===== src/vertex_normal_accumulator_macros.svh =====
// assertion macros for the vertex normal accumulator
`ifndef VERTEX_NORMAL_ACCUMULATOR_MACROS_SVH
`define VERTEX_NORMAL_ACCUMULATOR_MACROS_SVH

// same-cycle implication, disabled while in reset
`define VNA_ASSERT_SAME(label, ante, cons) \
  label: assert property (@(posedge clk) disable iff (!rst_n) (ante) |-> (cons)) \
    else $error("vna check failed");

// next-cycle implication, disabled while in reset
`define VNA_ASSERT_NEXT(label, ante, cons) \
  label: assert property (@(posedge clk) disable iff (!rst_n) (ante) |=> (cons)) \
    else $error("vna check failed");

`endif


===== src/vna_ram.sv =====
// generic single-write, single-read ram with registered read data
module vna_ram #(
  parameter int WIDTH = 8,
  parameter int DEPTH = 16,
  localparam int AW = $clog2(DEPTH)
) (
  input  logic             clk,
  input  logic             we,
  input  logic [AW-1:0]    waddr,
  input  logic [WIDTH-1:0] wdata,
  input  logic [AW-1:0]    raddr,
  output logic [WIDTH-1:0] rdata
);

  logic [WIDTH-1:0] mem_r [DEPTH];
  logic [WIDTH-1:0] rdata_r;

  always_ff @(posedge clk) begin
    if (we) begin
      mem_r[waddr] <= wdata;
    end
    rdata_r <= mem_r[raddr];
  end

  assign rdata = rdata_r;

endmodule


===== config.mk =====
export PLATFORM = sky130hd
export DESIGN_NAME = vna_ram
export DESIGN_NICKNAME = d
export VERILOG_FILES = /design/src/vertex_normal_accumulator_macros.svh /design/src/vna_ram.sv
export SDC_FILE = /design/constraint.sdc
export NUM_CORES = 1
export LEC_CHECK = 0
export ABC_CLOCK_PERIOD_IN_PS = 4200
export BUFFER_PORTS_ARGS = -buffer_cell sky130_fd_sc_hd__buf_4
export CORE_ASPECT_RATIO = 1.1
export CORE_MARGIN = 2
export CORE_UTILIZATION = 65
export CTS_CLUSTER_DIAMETER = 30
export DETAILED_ROUTE_END_ITERATION = 16
export PLACE_DENSITY = 0.85
export RECOVER_POWER = 50
export SLEW_MARGIN = 20
export SYNTH_ARGS = -nofsm -noshare
export SYNTH_HDL_FRONTEND = slang
export SYNTH_SLANG_ARGS = --single-unit

===== constraint.sdc =====
create_clock -name clk -period 4.2 [get_ports clk]
set_input_delay 0.84 -clock clk [delete_from_list [all_inputs] [get_ports clk]]
set_output_delay 0.84 -clock clk [all_outputs]
set_load 0.02 [all_outputs]

==> implementation parameters <==
Parameter                              Value

Outcome
  Result of the run    finished clean

Synthesis
  Register bit total from synthesis    approximately 140
  Average cell area after synthesis    ~22 µm²
  Count of unique library cells instantiated by Yosys    19
  Sequential-to-total area share from yosys stat    0.778
  Post-synthesis instance area    0.00515 mm²
  Gate count of the mapped netlist    229
  Net Count, Synth    between 200 and 250
  Number of warnings printed during yosys synthesis    0

Global routing
  Final global-route overflow total    0
  First-pass GRT wire length    ~15 mm
  GRT Util Overall    0.262
  Global Route met1 Usage    0.379
  Antenna violations before repair    0
  Busiest layer in global routing    met2
  Vias in the first global route    around 2.6k
  Global-route track usage on met2    0.401
  Met3 global-route usage    0.0654
  Largest net degree at the start of global routing    33

Pwr
  Total power    between 3000 and 4000 µW
  Power per cell area    ~550 mW/mm²
  Max VDD drop    ~0.0004 V
  Leakage    0.00201 µW

Floorplanning
  Core area    approximately 0.008 mm²
  Effective utilization at floorplan    0.661
  Floorplan die area    0.00865 mm²
  Num rows    34
  Width of the chip    ~89 µm
  Total I/O pin count    26
  Height of the chip    97.3 µm

Finish
  Filler cells    roughly 400
  Diodes inserted    0
  Fraction of layout cells with a size suffix above 1    0.241
  Syn-to-layout area delta    16.9%
  Final net count    284

Timing
  RSZ-0062 raised after global routing    no
  Tightest slew margin relative to the limit    0.383
  Worst setup skew after layout    0.00703 ns
  Final sum of negative setup slack    0 ns
  Max Clk Rate    about 0.48 GHz
  Min Clock Period, post-route    about 2.1 ns
  Final number of setup-violating endpoints    0
  Pin slew with the least headroom to its limit    a little over 0.9 ns
  Tcrit/Tclk final    0.495
  Final number of hold-violating endpoints    0
  Final max-slew violation count    0

Detailed routing
  Number of DRC violations after detailed-routing iteration 0    311
  Drt first pass iters    5
  Routed via count divided by cell count    approximately 6.4
  Residual antenna-violating net count after detailed routing    0
  DRC violation count after routing    0
  Via count of the routed design    ~2.5k
  Drt wl/cell    roughly 26 µm
  Routed WL    between 10 and 15 mm

CTS
  Worst-skew pair later-pin latency    0.51 ns
  Resized Gates After CTS    0
  CTS sink cnt    136
  Buffers inserted during post-CTS setup optimization    0
  Clk pin slew, worst setup/hold paths    0.06 ns
  Root Driver    sky130_fd_sc_hd__clkbuf_8
  Clock buffer depth    2
  CTS tree    yes
  Number of levels in the clock H-tree    4
  Number of CTS-inserted buffers    17
  Number of buffers inserted by hold repair at cts    0

Critical path
  Maximum fanout along the worst path    8
  Crit path capture type    flop
  Critical path startpoint    we
  CP max stage cell    sky130_fd_sc_hd__nor2_1
  Req. time, crit path    4.33 ns
  Cell chain of the critical path    clkbuf_1 -> or3b_2 -> nor2_1
  Worst Path Arrival    about 2.2 ns
  Slowest Stage Delay on Critical Path    0.68 ns
  Kind of start point of the critical path    primary input
  Launch point of the worst reg-to-reg path    mem_r[0][2]
  Class of the most critical setup path    in -> reg

Job
  Max-cap viol count    0

Worst hold path
  Critical hold path startpoint    mem_r[12][1]
  Hold Path Class    reg -> reg

Placement
  Port Buffers    25
  Final estimated routing congestion in global placement    a little over 0.7
  Estimated wirelength of the detail-placed design    5.63 mm
where the power goes:
group	switching, µW	leakage (µW)	internal, µW
combinational	88.8	0.000471	59.9
clock	533	0.000312	1080
sequential	9.21	0.00122	1520
total	631	0.00201	2660
logic make-up (layout without fill, tap and decap cells):
kind of cell / Yosys count / count (layout) / synth area share
DFF: 136 / 136 / 0.778
AOI/OAI and AO/OA: 16 / 16 / 0.0233
buffers and inverters: 10 / 59 / 0.0168
and+or+nand+nor: 35 / 35 / 0.0318
muxes: 32 / 32 / 0.150
cell usage in the layout, fill, tap and decap left out, types with 2 or more instances in the layout:
| cell | Yosys | layout |
|---|---|---|
| sky130_fd_sc_hd__nand2b_1 | 2 | 2 |
| sky130_fd_sc_hd__clkinv_4 | 0 | 3 |
| sky130_fd_sc_hd__nor2_1 | 13 | 13 |
| sky130_fd_sc_hd__buf_4 | 1 | 18 |
| sky130_fd_sc_hd__clkbuf_1 | 0 | 11 |
| sky130_fd_sc_hd__a22oi_1 | 16 | 16 |
| sky130_fd_sc_hd__nand3b_1 | 2 | 2 |
| sky130_fd_sc_hd__edfxtp_1 | 128 | 128 |
| sky130_fd_sc_hd__bufinv_16 | 0 | 6 |
| sky130_fd_sc_hd__dfxtp_1 | 8 | 8 |
| sky130_fd_sc_hd__clkbuf_16 | 0 | 16 |
| sky130_fd_sc_hd__mux4_2 | 18 | 18 |
| sky130_fd_sc_hd__nand2_1 | 9 | 9 |
| sky130_fd_sc_hd__nor3_1 | 4 | 3 |
| sky130_fd_sc_hd__mux4_1 | 14 | 14 |
| sky130_fd_sc_hd__clkinv_2 | 0 | 2 |
routing by layer:
metal | up-vias | part of all wire
li1 | 1046 | -
met1 | 1283 | 0.40
met2 | 135 | 0.52
met3 | 16 | 0.066
met4 | 0 | 0.016
met5 | - | 0
flip-flops by register name, indices dropped and copies added (netlist names):
| signal | cells |
|---|---|
| mem_r | 128 |
| rdata | 8 |
cell type report:
class | instances | area, µm² | area share
repair buffers | 28 | 173 | 0.0287
clock buffers | 18 | 418 | 0.0694
multi-input cells | 83 | 1060 | 0.176
well taps | 108 | 135 | 0.0224
clock inverters | 13 | 228 | 0.0378
flip-flops and latches | 136 | 4000 | 0.665
cell usage after synthesis:
cell	number	share of area
sky130_fd_sc_hd__a22oi_1	16	0.023
sky130_fd_sc_hd__and2_1	1	0.0012
sky130_fd_sc_hd__and2b_1	1	0.0015
sky130_fd_sc_hd__buf_2	3	0.0029
sky130_fd_sc_hd__buf_4	1	0.0015
sky130_fd_sc_hd__buf_6	3	0.0066
sky130_fd_sc_hd__clkdlybuf4s25_2	3	0.0058
sky130_fd_sc_hd__dfxtp_1	8	0.031
sky130_fd_sc_hd__edfxtp_1	128	0.75
sky130_fd_sc_hd__mux4_1	14	0.071
sky130_fd_sc_hd__mux4_2	18	0.079
sky130_fd_sc_hd__nand2_1	9	0.0066
sky130_fd_sc_hd__nand2b_1	2	0.0024
sky130_fd_sc_hd__nand3_1	1	0.00097
sky130_fd_sc_hd__nand3b_1	2	0.0029
sky130_fd_sc_hd__nor2_1	13	0.0095
sky130_fd_sc_hd__nor2b_1	1	0.0012
sky130_fd_sc_hd__nor3_1	4	0.0039
sky130_fd_sc_hd__or3b_2	1	0.0017
per-stage QoR:
step	cell area, µm²	util	std cells	hold WS [ns]	setup slack (ns)
final	6020	0.773	386	0.662	2.12
after global routing	6020	0.773	386	0.700	2.10
after CTS	6050	0.777	386	0.625	1.93
after detailed placement	5410	0.694	355	0.657	1.52
after global placement	5410	0.694	355	0.643	1.57
after floorplan	5150	-	229	0.629	1.87
worst paths after layout:
check             depth (start not counted)  slack [ns]           to
setup reg to reg                          3        2.81     rdata[2]
hold reg to reg                           3        0.66     rdata[1]
hold / removal                            3        0.66     rdata[1]
setup / recovery                          3        2.12  mem_r[1][7]
worst max-delay path, delay by kind of cell:
kind / cells / cell delay (ns)
and+or+nand+nor: 2 / 1.21
buffers and inverters: 1 / 0.16
(Power assumes the default switching activity.)
