===== config.mk =====
export PLATFORM = sky130hd
export DESIGN_NAME = vna_unit
export DESIGN_NICKNAME = d
export VERILOG_FILES = /design/src/vertex_normal_accumulator_macros.svh /design/src/vna_pkg.sv /design/src/vna_unit.sv
export SDC_FILE = /design/constraint.sdc
export NUM_CORES = 2
export LEC_CHECK = 0
export ABC_CLOCK_PERIOD_IN_PS = 23400
export BUFFER_PORTS_ARGS = -buffer_cell sky130_fd_sc_hd__buf_4
export CORE_MARGIN = 1
export CORE_UTILIZATION = 39
export CTS_CLUSTER_SIZE = 40
export DETAILED_ROUTE_END_ITERATION = 16
export PLACE_DENSITY = 0.61
export SLEW_MARGIN = 20
export SYNTH_ARGS = -nofsm -noshare
export SYNTH_HDL_FRONTEND = slang
export SYNTH_SLANG_ARGS = --single-unit

===== constraint.sdc =====
create_clock -name clk -period 23.4 [get_ports clk]
set_input_delay 1.17 -clock clk [delete_from_list [all_inputs] [get_ports clk]]
set_output_delay 1.17 -clock clk [all_outputs]
set_load 0.02 [all_outputs]

===== src/vertex_normal_accumulator_macros.svh =====
// assertion macros for the vertex normal accumulator
`ifndef VERTEX_NORMAL_ACCUMULATOR_MACROS_SVH
`define VERTEX_NORMAL_ACCUMULATOR_MACROS_SVH

// same-cycle implication, disabled while in reset
`define VNA_ASSERT_SAME(label, ante, cons) \
  label: assert property (@(posedge clk) disable iff (!rst_n) (ante) |-> (cons)) \
    else $error("vna check failed");

// next-cycle implication, disabled while in reset
`define VNA_ASSERT_NEXT(label, ante, cons) \
  label: assert property (@(posedge clk) disable iff (!rst_n) (ante) |=> (cons)) \
    else $error("vna check failed");

`endif


===== src/vna_pkg.sv =====
// shared types and constants of the vertex normal accumulator
package vna_pkg;

  localparam int MAX_VERTICES = 1024;
  localparam int ADDR_W       = $clog2(MAX_VERTICES);
  localparam int IDX_W        = 10;
  localparam int COORD_W      = 16;
  localparam int POS_W        = 3 * COORD_W;
  localparam int ACC_W        = 26;
  localparam int ACC_WORD_W   = 3 * ACC_W;
  localparam int VEC_W        = 36;
  localparam int NRM_W        = 16;
  localparam int ONE_Q14      = 16384;

  localparam logic [1:0] OP_LOAD   = 2'd0;
  localparam logic [1:0] OP_TRI    = 2'd1;
  localparam logic [1:0] OP_READ   = 2'd2;
  localparam logic [1:0] OP_UNUSED = 2'd3;

  typedef struct packed {
    logic [1:0]                operation;
    logic [IDX_W-1:0]          vertex_index;
    logic signed [COORD_W-1:0] pos_x;
    logic signed [COORD_W-1:0] pos_y;
    logic signed [COORD_W-1:0] pos_z;
    logic [IDX_W-1:0]          corner_a;
    logic [IDX_W-1:0]          corner_b;
    logic [IDX_W-1:0]          corner_c;
  } in_item_t;

  typedef struct packed {
    logic [IDX_W-1:0]        normal_vertex;
    logic signed [NRM_W-1:0] normal_x;
    logic signed [NRM_W-1:0] normal_y;
    logic signed [NRM_W-1:0] normal_z;
    logic                    zero_normal;
  } out_item_t;

  // request to the unit-length scaler
  typedef struct packed {
    logic                    start;
    logic signed [VEC_W-1:0] vx;
    logic signed [VEC_W-1:0] vy;
    logic signed [VEC_W-1:0] vz;
  } unit_req_t;

  // answer of the unit-length scaler, held until the next start
  typedef struct packed {
    logic                    done;
    logic                    zero;
    logic signed [NRM_W-1:0] nx;
    logic signed [NRM_W-1:0] ny;
    logic signed [NRM_W-1:0] nz;
  } unit_rsp_t;

endpackage


===== src/vna_unit.sv =====
// iterative unit-length scaler: normalize, sum of squares, square root, divide
module vna_unit import vna_pkg::*; (
  input  logic      clk,
  input  logic      rst_n,
  input  unit_req_t req,
  output unit_rsp_t rsp
);

  localparam logic [2:0] U_IDLE = 3'd0;
  localparam logic [2:0] U_NORM = 3'd1;
  localparam logic [2:0] U_SQ   = 3'd2;
  localparam logic [2:0] U_SQRT = 3'd3;
  localparam logic [2:0] U_DSET = 3'd4;
  localparam logic [2:0] U_DIV  = 3'd5;

  localparam int NM_W  = 30;
  localparam int SQ_W  = 2 * NM_W;
  localparam int RT_W  = 63;
  localparam int LEN_W = 31;
  localparam int DIV_W = 47;
  localparam int Q_W   = 16;

  logic [2:0]              state_r;
  logic [VEC_W-1:0]        mag_r [3];
  logic [2:0]              neg_r;
  logic [1:0]              cnt_r;
  logic [3:0]              step_r;
  logic [SQ_W-1:0]         sq_r;
  logic [RT_W-1:0]         sum_r;
  logic [RT_W-1:0]         root_r;
  logic [RT_W-1:0]         bit_r;
  logic [DIV_W-1:0]        rem_r;
  logic [DIV_W-1:0]        den_r;
  logic [Q_W-1:0]          q_r;
  logic signed [NRM_W-1:0] n_r [3];
  logic                    done_r;
  logic                    zero_r;

  logic [VEC_W-1:0] or_w;
  logic [VEC_W-1:0] mag_sel;
  logic [SQ_W-1:0]  sq_w;
  logic [RT_W-1:0]  try_w;
  logic             ge_w;
  logic [LEN_W-1:0] len_w;
  logic [DIV_W-1:0] num_w;
  logic             q_bit;
  logic [Q_W-1:0]   q_fin;
  logic [Q_W-1:0]   q_clip;
  logic [NRM_W-1:0] n_val;

  function automatic logic [VEC_W-1:0] vabs(input logic signed [VEC_W-1:0] v);
    return v[VEC_W-1] ? VEC_W'(-v) : VEC_W'(v);
  endfunction

  assign or_w    = mag_r[0] | mag_r[1] | mag_r[2];
  assign mag_sel = mag_r[cnt_r];
  assign sq_w    = mag_sel[NM_W-1:0] * mag_sel[NM_W-1:0];
  assign try_w   = root_r + bit_r;
  assign ge_w    = sum_r >= try_w;
  assign len_w   = root_r[LEN_W-1:0];
  // rounding numerator: mag * 2^14 + len / 2
  assign num_w   = DIV_W'({mag_sel[NM_W-1:0], 14'b0}) + DIV_W'(len_w >> 1);
  assign q_bit   = rem_r >= den_r;
  assign q_fin   = {q_r[Q_W-2:0], q_bit};
  assign q_clip  = (q_fin > Q_W'(ONE_Q14)) ? Q_W'(ONE_Q14) : q_fin;
  assign n_val   = neg_r[cnt_r] ? (NRM_W'(0) - NRM_W'(q_clip)) : NRM_W'(q_clip);

  always_ff @(posedge clk) begin
    if (!rst_n) begin
      state_r <= U_IDLE;
      done_r  <= 1'b0;
    end else begin
      done_r <= 1'b0;
      unique case (state_r)
        U_IDLE: begin
          if (req.start) begin
            mag_r[0] <= vabs(req.vx);
            mag_r[1] <= vabs(req.vy);
            mag_r[2] <= vabs(req.vz);
            neg_r    <= {req.vz[VEC_W-1], req.vy[VEC_W-1], req.vx[VEC_W-1]};
            state_r  <= U_NORM;
          end
        end
        U_NORM: begin
          if (or_w == '0) begin
            zero_r  <= 1'b1;
            n_r[0]  <= '0;
            n_r[1]  <= '0;
            n_r[2]  <= '0;
            done_r  <= 1'b1;
            state_r <= U_IDLE;
          end else if (|or_w[VEC_W-1:NM_W]) begin
            mag_r[0] <= mag_r[0] >> 1;
            mag_r[1] <= mag_r[1] >> 1;
            mag_r[2] <= mag_r[2] >> 1;
          end else if (!or_w[NM_W-1]) begin
            mag_r[0] <= mag_r[0] << 1;
            mag_r[1] <= mag_r[1] << 1;
            mag_r[2] <= mag_r[2] << 1;
          end else begin
            cnt_r   <= '0;
            sum_r   <= '0;
            state_r <= U_SQ;
          end
        end
        U_SQ: begin
          if (cnt_r != 2'd3) begin
            sq_r <= sq_w;
          end
          if (cnt_r != 2'd0) begin
            sum_r <= sum_r + RT_W'(sq_r);
          end
          if (cnt_r == 2'd3) begin
            root_r  <= '0;
            bit_r   <= RT_W'(1) << (RT_W - 1);
            state_r <= U_SQRT;
          end
          cnt_r <= cnt_r + 2'd1;
        end
        U_SQRT: begin
          if (ge_w) begin
            sum_r  <= sum_r - try_w;
            root_r <= (root_r >> 1) + bit_r;
          end else begin
            root_r <= root_r >> 1;
          end
          bit_r <= bit_r >> 2;
          if (bit_r == RT_W'(1)) begin
            cnt_r   <= '0;
            state_r <= U_DSET;
          end
        end
        U_DSET: begin
          rem_r   <= num_w;
          den_r   <= DIV_W'(len_w) << (Q_W - 1);
          q_r     <= '0;
          step_r  <= '0;
          state_r <= U_DIV;
        end
        U_DIV: begin
          if (q_bit) begin
            rem_r <= rem_r - den_r;
          end
          q_r    <= q_fin;
          den_r  <= den_r >> 1;
          step_r <= step_r + 4'd1;
          if (step_r == 4'd15) begin
            n_r[cnt_r] <= n_val;
            if (cnt_r == 2'd2) begin
              zero_r  <= 1'b0;
              done_r  <= 1'b1;
              state_r <= U_IDLE;
            end else begin
              cnt_r   <= cnt_r + 2'd1;
              state_r <= U_DSET;
            end
          end
        end
        default: state_r <= U_IDLE;
      endcase
    end
  end

  assign rsp.done = done_r;
  assign rsp.zero = zero_r;
  assign rsp.nx   = n_r[0];
  assign rsp.ny   = n_r[1];
  assign rsp.nz   = n_r[2];

endmodule


==> flow_summary.yaml <==
worst_setup_path:
  arrival_ns: 11.00
  crit_path_max_fanout: 30
  reg2reg_depth: 31
  path_common_cell: "fa_1"
  crit_type: "reg -> reg"
  cp_slowest_stage_delay_ns: 0.99
  r2r_end: "sq_r[59]"
  cp-start-kind: "register"
  r2r_slack_ns: 12.83
  cp_slowest_cell: "clkinv_1"
  cp.required_ns: 23.83
  end_kind: "register"
final_layout:
  final_common_cell: "inv_1"
  most-common-layout-cells: "inv_1 (1012), nand2_1 (727), fa_1 (698)"
  fin_nets: 8421
  drive_gt1_frac: 0.0558
  area_delta_synth_final_pct: 8.50
  design_area_sq_um: 68900
  fin_util: 0.427
timing:
  fin_crit_ns: 10.57
  worst_pin_slew_ns: 1.17
  slew_headroom: 0.218
  fmax_ghz: 0.0946
  setup_violations: 0
  fin_crit_sh: 0.452
  hold_violations: 0
  final.setup.tns_ns: 0
  slew_violations: 0
  finalClockSkew_ns: 0.0697
  rsz0062_at_grt: "false"
synth:
  ys_seq_area_frac: 0.234
  synth_area_sq_um: 63500
  synth-simple-area-share: 0.144
  synthCells: 7104
  synth-compound-area-share: 0.154
  yosysUniqueCellTypes: 93
  yosys.area.top_type: "edfxtp_1"
  synth_edf_count: 491
  syn-num-nets: 8423
  synth-xor-area-share: 0.0620
  synth.avg_cell_area_sq_um: 8.93
  synth.area.top_cells: "edfxtp_1 (23%), fa_1 (22%), ha_1 (10%)"
  synth_top_family_by_area: "adder cells"
  ys_seq_elements: 497
  synthArstFlopShare: 0
  synth-main-ff-cell: "edfxtp_1"
  yosysWarnings: 0
  synth_top_area_share: 0.232
  muxShareOfSynthArea: 0.00735
  synthAdderAreaFrac: 0.321
global_routing:
  grt_pass1_vias: 52000
  grt_max_degree: 112
  grt_pass1_wl_um: 306000
  antenna_found_initial: 2
  grt_remaining_overflow: 0
  grtUsageTotal: 0.241
min_path:
  holdPathEnd: "den_r[11]"
  holdCritPathClass: "reg -> reg"
  hold_depth: 2
  hp-start: "den_r[12]"
floorplanning:
  ioPinCount: 161
  fp.dieArea_sq_um: 164000
  start_util: 0.394
  rows: 147
  design.core.area_sq_um: 161000
  die_height_um: 405
  dieWidth_um: 405
placed_design:
  dp.final_hpwl_um: 157000
  port_buffers: 160
  placed_area_sq_um: 66900
  gp_congestion: 0.955
clock_tree:
  cts_setup_buffers: 0
  htreeDepth: 2
  cts_root_buffer: "clkbuf_16"
  cts.sinks: 497
  worst_skew_pair.late_latency_ns: 0.71
  numCtsBuffers: 60
  hold_buffers: 0
  clkTransAtPathRegs_ns: 0.06
  clk_path_buf_depth: 3
  cts_resized: 0
  cts_tree: "built"
detailed_routing:
  detail-route-antenna-nets: 0
  wire_per_inst_um: 21.3
  vias_per_cell: 5.52
  vias: 51400
  drt-initial-drc-count: 4012
  drc: 0
  wl_um: 198000
  dr.pass1.iters: 6
flow_run:
  cap_violations: 0
outcome:
  status: "completed"
[cell families (layout without fill, tap and decap cells)]
logic type / count (synthesis) / count (layout)
AOI/OAI and AO/OA: 1570 / 1570
xor gates and xnor gates: 449 / 449
adders and majority gates: 1208 / 1208
buffers and inverters: 1312 / 1358
DFF: 497 / 497
muxes: 46 / 46
other: 0 / 2
and+or+nand+nor: 2022 / 2022
[synth_stat cells, drive strengths merged, types with 10 or more instances]
library cell and instances:
inv 1015, xor2 243, o41ai 23, o21a 59
o22ai 21, or4 28, a31o 19, edfxtp 491
nor2b 50, and2 59, nand4 68, and4 14
nor3 66, mux2i 41, xnor2 206, a21o 150
a31oi 89, clkbuf 255, o21bai 63, clkinv 10
nand2 728, a21boi 20, ha 510, nor4 58
a41oi 13, nand2b 40, o21ai 416, o31ai 49
a211oi 64, nand3 87, a21oi 455, or2 16
o211ai 30, fa 698, or3 56, buf 32
nor2 667, and3 59
[cell type report]
class | count | area, sq um
Fill cell | 16000 | 92300
Clock buffer | 70 | 1540
Inverter | 1025 | 3850
Sequential cell | 497 | 14900
Clock inverter | 40 | 438
Antenna cell | 2 | 5.00
Tap cell | 2160 | 2700
Multi-Input combinational cell | 5295 | 43800
Timing Repair Buffer | 223 | 1670
[stage by stage]
stage	std cells	hold slack (ns)	setup WS, ns
after floorplan	7104	0.529	13.17
after global placement	9200	0.546	13.03
after detailed placement	9200	0.552	12.89
after CTS	9310	0.568	12.91
after global routing	9310	0.601	12.46
final	9312	0.564	12.83
[how the worst max path moves through the flow]
stage | from | to | slack (ns) | cells past startpoint
after global routing | register | sq_r[58] | 12.46 | 28
final | register | sq_r[59] | 12.83 | 31
after CTS | register | sq_r[59] | 12.91 | 31
after detailed placement | register | sq_r[59] | 12.89 | 31
after global placement | register | sq_r[58] | 13.03 | 28
after floorplan | root_r[18] | sum_r[0] | 13.17 | 23
[worst max-delay path: cells and delay by family (launching register included)]
kind | cells | cell delay [ns]
compound gates | 9 | 2.56
xor+xnor | 1 | 0.09
fa+ha+maj | 9 | 4.08
buf+inv | 8 | 1.39
flops | 1 | 0.93
mux | 1 | 0.28
simple gates | 3 | 0.99
[layer usage]
| metal | part of all wire | GRT usage | vias to the layer above |
|---|---|---|---|
| met4 | 0.038 | 0.0825 | 2 |
| met1 | 0.43 | 0.322 | 25200 |
| met3 | 0.074 | 0.0393 | 332 |
| met2 | 0.46 | 0.396 | 1825 |
| met5 | 0.000086 | 0 | - |
| li1 | - | - | 24000 |
[state kept, by name, indices dropped and copies added (netlist names), named ones only]
| name | count |
|---|---|
| mag_r | 108 |
| cnt_r | 2 |
| done_r | 1 |
| sq_r | 59 |
| neg_r | 3 |
| root_r | 63 |
| bit_r | 32 |
| step_r | 4 |
| n_r | 48 |
| rem_r | 47 |
| sum_r | 63 |
| q_r | 15 |
| den_r | 46 |
| zero_r | 1 |
| state_r | 3 |
Power is not shown: default switching activity piles up to over one toggle a cycle in this logic, so the estimate is an artifact.
